### src/rtl/fbd_pkg.sv
// ---------------------------------------------------------------------------
// fbd_pkg
// Shared types and constants for the five-button debounce and chord block.
// ---------------------------------------------------------------------------
package fbd_pkg;

  // buttons: four directions in priority order, then enter
  localparam int NUM_BTN   = 5;
  localparam int NUM_DIR   = 4;
  localparam int ENTER_IDX = 4;

  localparam int CODE_W = 4;

  // event codes
  localparam logic [CODE_W-1:0] CODE_DOWN       = 4'd0;
  localparam logic [CODE_W-1:0] CODE_ENTER      = 4'd4;
  localparam logic [CODE_W-1:0] CODE_WITH_ENTER = 4'd5;

  // config register
  localparam int               CFG_W          = 16;
  localparam logic [CFG_W-1:0] DEBOUNCE_RESET = 16'd50;

  // output queue
  localparam int FIFO_DEPTH = 4;
  localparam int FIFO_PTR_W = 2;
  localparam int FIFO_CNT_W = 3;

  typedef struct packed {
    logic [CODE_W-1:0] code;
    logic              last;
  } event_t;

  // merge stage result for one tick
  typedef struct packed {
    logic [1:0]         count;
    event_t             ev0;
    event_t             ev1;
    logic [NUM_BTN-1:0] stop;
  } merge_out_t;

endpackage

### src/rtl/five_button_debounce_combo.sv
// ---------------------------------------------------------------------------
// five_button_debounce_combo
// Debounces five active-low buttons and reports direction, enter and chords.
// ---------------------------------------------------------------------------
// Usage:
//   Slave stream: one word per tick, s_tdata[4:0] = down, up, left, right,
//   enter raw levels (0 = pressed). Each accepted word advances all five
//   debounce timers by one tick.
//   Master stream: m_tdata[3:0] = event code, m_tlast marks the final event
//   of a tick. A tick gives zero, one or two events.
//   Config: cfg_we writes cfg_wdata into the debounce length (reset 50);
//   write only while idle.
// Timing: with the queue empty, events of a tick are offered on the master
//   side in the cycle after the tick word is accepted.
// Throughput: one tick word per cycle while ticks give at most one event;
//   the five timer lanes and the merge stage work out a tick's events
//   combinationally. Ticks that give two events are slowed down by the
//   one-word master side. s_tready drops while the four-word output
//   queue lacks room for two words, so a stalled receiver stalls the input
//   after two or three ticks that produce events.
// Reset: timers go idle, last levels read as released, queue empties.
// ---------------------------------------------------------------------------
module five_button_debounce_combo #(
  parameter int COUNT_WIDTH = 16
) (
  input  logic                      clk,
  input  logic                      rst,
  input  logic                      s_tvalid,
  output logic                      s_tready,
  input  logic [7:0]                s_tdata,   // down, up, left, right, enter, pad
  output logic                      m_tvalid,
  input  logic                      m_tready,
  output logic [7:0]                m_tdata,   // event_code[3:0], pad
  output logic                      m_tlast,
  input  logic                      cfg_we,
  input  logic [fbd_pkg::CFG_W-1:0] cfg_wdata
);

  logic [fbd_pkg::CFG_W-1:0]   debounce_ticks;
  logic [COUNT_WIDTH-1:0]      load;
  logic                        tick;
  logic [fbd_pkg::NUM_BTN-1:0] levels;
  logic [fbd_pkg::NUM_BTN-1:0] pressed;
  fbd_pkg::merge_out_t         merged;
  fbd_pkg::event_t             head;
  logic                        room;

  // config register
  always_ff @(posedge clk) begin
    if (rst) begin
      debounce_ticks <= fbd_pkg::DEBOUNCE_RESET;
    end else if (cfg_we) begin
      debounce_ticks <= cfg_wdata;
    end
  end

  // saturate the debounce length to the counter width
  generate
    if (COUNT_WIDTH >= fbd_pkg::CFG_W) begin : g_wide
      assign load = COUNT_WIDTH'(debounce_ticks);
    end else begin : g_narrow
      localparam logic [fbd_pkg::CFG_W-1:0] CountMax =
        fbd_pkg::CFG_W'((64'd1 << COUNT_WIDTH) - 64'd1);
      assign load = (debounce_ticks > CountMax) ? '1
                                                : debounce_ticks[COUNT_WIDTH-1:0];
    end
  endgenerate

  assign s_tready = room;
  assign tick     = s_tvalid && room;
  assign levels   = s_tdata[fbd_pkg::NUM_BTN-1:0];

  // one timer lane per button
  generate
    for (genvar g = 0; g < fbd_pkg::NUM_BTN; g++) begin : g_lane
      fbd_lane #(
        .COUNT_WIDTH(COUNT_WIDTH)
      ) u_lane (
        .clk    (clk),
        .rst    (rst),
        .tick   (tick),
        .level  (levels[g]),
        .load   (load),
        .stop   (merged.stop[g]),
        .pressed(pressed[g])
      );
    end
  endgenerate

  // event priority and chord pairing
  fbd_merge u_merge (
    .pressed(pressed),
    .levels (levels),
    .result (merged)
  );

  // output queue
  fbd_out_fifo u_fifo (
    .clk   (clk),
    .rst   (rst),
    .push_n(merged.count),
    .ev0   (merged.ev0),
    .ev1   (merged.ev1),
    .room  (room),
    .valid (m_tvalid),
    .ready (m_tready),
    .head  (head)
  );

  assign m_tdata = {4'b0000, head.code};
  assign m_tlast = head.last;

endmodule

### src/rtl/fbd_lane.sv
// ---------------------------------------------------------------------------
// fbd_lane
// Debounce timer for one button: change detect, countdown, expiry sample.
// ---------------------------------------------------------------------------
module fbd_lane #(
  parameter int COUNT_WIDTH = 16
) (
  input  logic                   clk,
  input  logic                   rst,
  input  logic                   tick,     // word accepted this cycle
  input  logic                   level,    // raw level, 0 = pressed
  input  logic [COUNT_WIDTH-1:0] load,     // saturated debounce count
  input  logic                   stop,     // chord logic stops this timer
  output logic                   pressed   // expired with level low
);

  logic                   prev_level;
  logic                   running;
  logic [COUNT_WIDTH-1:0] remaining;

  logic                   start;
  logic                   run0;
  logic [COUNT_WIDTH-1:0] rem0;
  logic                   expire;

  // start an idle timer on a level change, then check for expiry
  always_comb begin
    start   = tick && (level != prev_level) && !running;
    run0    = running || start;
    rem0    = start ? load : remaining;
    expire  = tick && run0 && (rem0 <= COUNT_WIDTH'(1));
    pressed = expire && !level;
  end

  // timer state
  always_ff @(posedge clk) begin
    if (rst) begin
      prev_level <= 1'b1;
      running    <= 1'b0;
      remaining  <= '0;
    end else if (tick) begin
      prev_level <= level;
      if (expire || stop) begin
        running   <= 1'b0;
        remaining <= '0;
      end else if (run0) begin
        running   <= 1'b1;
        remaining <= rem0 - COUNT_WIDTH'(1);
      end
    end
  end

endmodule

### src/rtl/fbd_merge.sv
// ---------------------------------------------------------------------------
// fbd_merge
// Combines lane expiries into direction, chord and enter events.
// ---------------------------------------------------------------------------
module fbd_merge (
  input  logic [fbd_pkg::NUM_BTN-1:0] pressed,
  input  logic [fbd_pkg::NUM_BTN-1:0] levels,
  output fbd_pkg::merge_out_t         result
);

  logic                          dir_found;
  logic [fbd_pkg::CODE_W-1:0]    dir_code;
  logic                          low_found;
  logic [fbd_pkg::CODE_W-1:0]    ent_code;
  logic                          enter_low;
  logic                          enter_hit;
  fbd_pkg::event_t               dir_ev;
  fbd_pkg::event_t               ent_ev;

  always_comb begin
    enter_low = !levels[fbd_pkg::ENTER_IDX];
    enter_hit = pressed[fbd_pkg::ENTER_IDX];
    result    = '0;

    // first pressed direction, with enter if enter is held low
    dir_found = 1'b0;
    dir_code  = fbd_pkg::CODE_DOWN;
    for (int i = 0; i < fbd_pkg::NUM_DIR; i++) begin
      if (!dir_found && pressed[i]) begin
        dir_found = 1'b1;
        dir_code  = enter_low ? fbd_pkg::CODE_WITH_ENTER + fbd_pkg::CODE_W'(i)
                              : fbd_pkg::CODE_DOWN + fbd_pkg::CODE_W'(i);
      end
    end
    if (dir_found && enter_low) begin
      result.stop[fbd_pkg::ENTER_IDX] = 1'b1;
    end

    // pressed enter pairs with first low direction level
    low_found = 1'b0;
    ent_code  = fbd_pkg::CODE_ENTER;
    for (int i = 0; i < fbd_pkg::NUM_DIR; i++) begin
      if (!low_found && !levels[i]) begin
        low_found = 1'b1;
        ent_code  = fbd_pkg::CODE_WITH_ENTER + fbd_pkg::CODE_W'(i);
        if (enter_hit) begin
          result.stop[i] = 1'b1;
        end
      end
    end

    dir_ev.code = dir_code;
    dir_ev.last = !enter_hit;
    ent_ev.code = ent_code;
    ent_ev.last = 1'b1;

    // order the words: direction first, then enter
    if (dir_found) begin
      result.ev0   = dir_ev;
      result.ev1   = ent_ev;
      result.count = enter_hit ? 2'd2 : 2'd1;
    end else begin
      result.ev0   = ent_ev;
      result.ev1   = ent_ev;
      result.count = enter_hit ? 2'd1 : 2'd0;
    end
  end

endmodule

### src/rtl/fbd_out_fifo.sv
// ---------------------------------------------------------------------------
// fbd_out_fifo
// Small output queue: takes up to two event words a cycle, sends one.
// ---------------------------------------------------------------------------
module fbd_out_fifo (
  input  logic            clk,
  input  logic            rst,
  input  logic [1:0]      push_n,
  input  fbd_pkg::event_t ev0,
  input  fbd_pkg::event_t ev1,
  output logic            room,    // space for two words
  output logic            valid,
  input  logic            ready,
  output fbd_pkg::event_t head
);

  fbd_pkg::event_t                   mem [fbd_pkg::FIFO_DEPTH];
  logic [fbd_pkg::FIFO_PTR_W-1:0]    wr_ptr;
  logic [fbd_pkg::FIFO_PTR_W-1:0]    rd_ptr;
  logic [fbd_pkg::FIFO_CNT_W-1:0]    count;
  logic                              pop;

  assign valid = (count != '0);
  assign room  = (count <= fbd_pkg::FIFO_CNT_W'(fbd_pkg::FIFO_DEPTH - 2));
  assign pop   = valid && ready;
  assign head  = mem[rd_ptr];

  // storage
  always_ff @(posedge clk) begin
    if (push_n != 2'd0) begin
      mem[wr_ptr] <= ev0;
    end
    if (push_n == 2'd2) begin
      mem[wr_ptr + fbd_pkg::FIFO_PTR_W'(1)] <= ev1;
    end
  end

  // pointers and fill count
  always_ff @(posedge clk) begin
    if (rst) begin
      wr_ptr <= '0;
      rd_ptr <= '0;
      count  <= '0;
    end else begin
      wr_ptr <= wr_ptr + fbd_pkg::FIFO_PTR_W'(push_n);
      if (pop) begin
        rd_ptr <= rd_ptr + fbd_pkg::FIFO_PTR_W'(1);
      end
      count <= count + fbd_pkg::FIFO_CNT_W'(push_n) - fbd_pkg::FIFO_CNT_W'(pop);
    end
  end

endmodule

### config.mk
export PLATFORM = sky130hd
export DESIGN_NAME = five_button_debounce_combo
export DESIGN_NICKNAME = d
export VERILOG_FILES = /design/src/rtl/fbd_pkg.sv /design/src/rtl/five_button_debounce_combo.sv /design/src/rtl/fbd_lane.sv /design/src/rtl/fbd_merge.sv /design/src/rtl/fbd_out_fifo.sv
export SDC_FILE = /design/constraint.sdc
export NUM_CORES = 1
export LEC_CHECK = 0
export BUFFER_PORTS_ARGS = -buffer_cell sky130_fd_sc_hd__buf_2
export CAP_MARGIN = 5
export CELL_PAD_IN_SITES_DETAIL_PLACEMENT = 0
export CELL_PAD_IN_SITES_GLOBAL_PLACEMENT = 1
export CORE_ASPECT_RATIO = 1.2
export CORE_MARGIN = 10
export CORE_UTILIZATION = 47
export CTS_CLUSTER_SIZE = 10
export DETAILED_ROUTE_END_ITERATION = 6
export PLACE_DENSITY = 0.83
export SLEW_MARGIN = 20
export SYNTH_ARGS = -nofsm -noshare
export SYNTH_HDL_FRONTEND = slang
export SYNTH_SLANG_ARGS = --single-unit
### constraint.sdc
create_clock -name clk -period 7.35 [get_ports clk]
set_clock_uncertainty 0.05 [all_clocks]
set_input_delay 1.47 -clock clk [delete_from_list [all_inputs] [get_ports clk]]
set_output_delay 1.47 -clock clk [all_outputs]
set_load 0.005 [all_outputs]
==> results_dict.tcl <==
set metrics [dict create \
    std_cell_rows 56 \
    path_clk_slew_ns 0.07 \
    period_share_pct 79.1 \
    synth_ff_type "dfxtp_1" \
    hpwl_mm 21.5 \
    dp_cells 1471 \
    finalMaxSlewViolations 0 \
    cap_violations 0 \
    startpoint "s_tvalid" \
    slowest_stage "nor4b_2" \
    post-cts-setup-buffers 0 \
    antenna_found_initial 1 \
    cts_repair_resize_count 0 \
    synth_area_leader_cell "dfxtp_1" \
    fmax_mhz 172 \
    finalSetupTns_ns 0 \
    synth_area_um2 9510 \
    p_per_area_nw_per_um2 436 \
    hold_path.class "reg -> reg" \
    path_cells "buf_2 > inv_2 > nor4_2 > buf_4 > mux2i_1 > ha_1 > nor2_1 > a21oi_1 > o211ai_1 > nor4b_2 > nor4_2 > inv_1 > ha_1 > inv_1 > ha_1 > fa_1 > xnor2_1 > xnor2_1 > nor2_1" \
    start_util_pct 48.1 \
    worst-path-buf-inv 5 \
    final_antenna_net_count 0 \
    critPathMaxStageDelay_ns 0.52 \
    timing.rr.start "u_fifo.count[0]$_SDFF_PP0_" \
    routed_wl_mm 31.6 \
    final_nets 1276 \
    ys_seq_area_share_pct 30.1 \
    end_kind "register" \
    met1_length_mm 13.1 \
    ff2ff_setup_slack_ns 2.07 \
    top_level_ports 40 \
    p_leak_nw 3.95 \
    syn_inst 1233 \
    htree_num_levels 4 \
    yosys_warnings 0 \
    clockBufferDepth 2 \
    min_period_ns 5.81 \
    worstMarginPinSlew_ns 1.15 \
    grt.overflow.total 0 \
    cts.sinks 135 \
    die_h_um 176 \
    slew_headroom_pct 22.9 \
    synth_edf_count 16 \
    timing.final.ws_setup_ns 1.54 \
    gr-usage-all-layers_pct 23.8 \
    rsz0062_at_grt "false" \
    worstSetupPathDepth 19 \
    timing.hold.ws_ns 0.432 \
    preCtsSetupSlack_ns 1.10 \
    path_delay_family "adder cells" \
    fillers 1920 \
    grt_pass1_wl_mm 50.3 \
    drt_iter0_drc 1107 \
    drc 0 \
    vias 9640 \
    drive_above_1_share_pct 12.2 \
    synth-async-reset-ratio_pct 0 \
    routed.top_layer "met4" \
    startpoint_type "input port" \
    cp-endpoint "u_fifo.count[2]$_SDFF_PP0_" \
    holdBufCountCts 0 \
    synth.distinct_cells 83 \
    portBuffers 32 \
    final_cell_mix "nand2_1 (142), nor2_1 (121), dfxtp_1 (119), a21oi_1 (91), o21ai_0 (71)" \
    peakVddDrop_mv 0.209 \
    grt_max_degree 51 \
    layout_commonest_cell "nand2_1" \
    synthTopCellsByArea "dfxtp_1 (25%), nand2_1 (5.6%), mux2i_1 (5.1%)" \
    wl_met2_mm 14.8 \
    area_growth_pct 10.5 \
    final_cell_count_no_fill 1504 \
    crit_required_ns 7.60 \
    gp_congestion 0.918 \
    cp.arrival_ns 6.06 \
    vias_per_cell 6.41 \
    wl_met3_mm 2.60 \
    crit_path_max_fanout 27 \
    core_area_um2 19800 \
    crit_type "in -> reg" \
    grt_pass1_vias 9040 \
    synth_top_area_share_pct 25.0 \
    finalSetupViolations 0 \
    min_path_cells 2 \
    ctsRootBufferMaster "clkbuf_16" \
    cpMostUsedCell "ha_1" \
    numCtsBuffers 17 \
    status "complete, no violations" \
    dieArea_um2 26400 \
    post_drt_wl_per_cell_um 21.0 \
    detail_route.first_pass.iterations 5 \
    fp.dieW_um 150 \
    hold_viol_final 0 \
    r2r_cells 20 \
    tritoncts "yes" \
    synth_seq_cells 135 \
    syn_area_per_cell_um2 7.71 \
    r2r_end "u_fifo.count[2]$_SDFF_PP0_" \
    clk_latency_ns 0.43 \
]
[Yosys cell counts, drive strengths merged (5+ instances only)]
cell type,n
a211oi,10
a21o,5
a21oi,92
a22oi,11
a31oi,19
a32oi,11
and2,6
and3,5
and4,5
buf,28
clkbuf,63
dfxtp,119
edfxtp,16
ha,17
inv,32
mux2,18
mux2i,50
mux4,5
nand2,142
nand2b,5
nand3,25
nand4,9
nor2,122
nor3,64
nor4,26
o2111ai,14
o211ai,30
o21ai,77
o22ai,19
o2bb2ai,6
o31ai,18
or2,9
or3,26
or4,23
xnor2,24
xor2,22
[worst min path at each step]
stage	slack (ns)	startpoint	to
after floorplan	0.40	g_lane[3].u_lane.remaining[11]$_SDFFE_PP0P_	g_lane[3].u_lane.remaining[11]$_SDFFE_PP0P_
final	0.43	g_lane[0].u_lane.remaining[11]$_SDFFE_PP0P_	g_lane[0].u_lane.remaining[11]$_SDFFE_PP0P_
after global routing	0.46	g_lane[0].u_lane.remaining[15]$_SDFFE_PP0P_	g_lane[0].u_lane.remaining[15]$_SDFFE_PP0P_
after detailed placement	0.43	g_lane[0].u_lane.remaining[11]$_SDFFE_PP0P_	g_lane[0].u_lane.remaining[11]$_SDFFE_PP0P_
after CTS	0.44	g_lane[3].u_lane.remaining[11]$_SDFFE_PP0P_	g_lane[3].u_lane.remaining[11]$_SDFFE_PP0P_
after global placement	0.42	g_lane[3].u_lane.remaining[11]$_SDFFE_PP0P_	g_lane[3].u_lane.remaining[11]$_SDFFE_PP0P_
[where the power goes]
group,internal (mW),switching [mW]
Clock,0.537,0.362
Combinational,1.02,1.47
Sequential,0.948,0.243
[worst register-to-register path, stage by stage (launching register included)]
cell	delay (ns)
dfxtp_1	0.36
a21o_1	0.53
inv_1	0.42
and4_1	0.38
mux2i_1	0.16
ha_1	0.35
o211ai_1	0.28
nor2_1	0.11
and2_1	0.23
nor4_2	0.47
inv_1	0.16
ha_1	0.35
inv_1	0.05
ha_1	0.28
inv_1	0.06
ha_1	0.13
inv_1	0.05
fa_1	0.37
xnor2_1	0.18
xnor2_1	0.14
nor2_1	0.05
[area by class of cell]
class / count / area (um^2) / share of cell area (%)
antenna: 1 / 2.50 / 0.0238
clock buffer: 18 / 429 / 4.08
clock inverter: 14 / 176 / 1.68
inverter: 34 / 128 / 1.21
multi-input combinational: 976 / 6170 / 58.8
sequential: 135 / 2860 / 27.2
tap: 261 / 327 / 3.11
timing repair buffer: 65 / 408 / 3.88
[logic make-up after synthesis]
kind of cell	after synthesis	synth area share (%)
simple gates	489	25.3
compound gates	346	23.7
flops	135	30.1
buf+inv	125	5.45
mux	73	8.75
xor+xnor	46	4.24
fa+ha+maj	18	2.45
other cells	1	0.0394
[routing by layer]
metal	vias up	global-route usage, %
met5	-	0
met4	0	9.57
met3	67	4.71
met2	393	38.5
met1	4610	30.1
li1	4570	-
[state kept, by name (all words and copies together), names as in the netlist, named ones only]
register                  cells
g_lane.u_lane.running         5
u_fifo.rd_ptr                 2
g_lane.u_lane.prev_level      5
debounce_ticks               16
g_lane.u_lane.remaining      80
u_fifo.mem                   20
u_fifo.wr_ptr                 2
u_fifo.count                  3
[through the flow]
step                      cell area (um^2)  util [%]  power, mW
final                                10500      53.2       4.58
after global routing                 10500      53.2       4.96
after CTS                            10500      53.1       4.56
after detailed placement              9890      50.1       3.65
after global placement                9890      50.1       3.62
after floorplan                       9520         -       3.09
(Power assumes the default switching activity.)
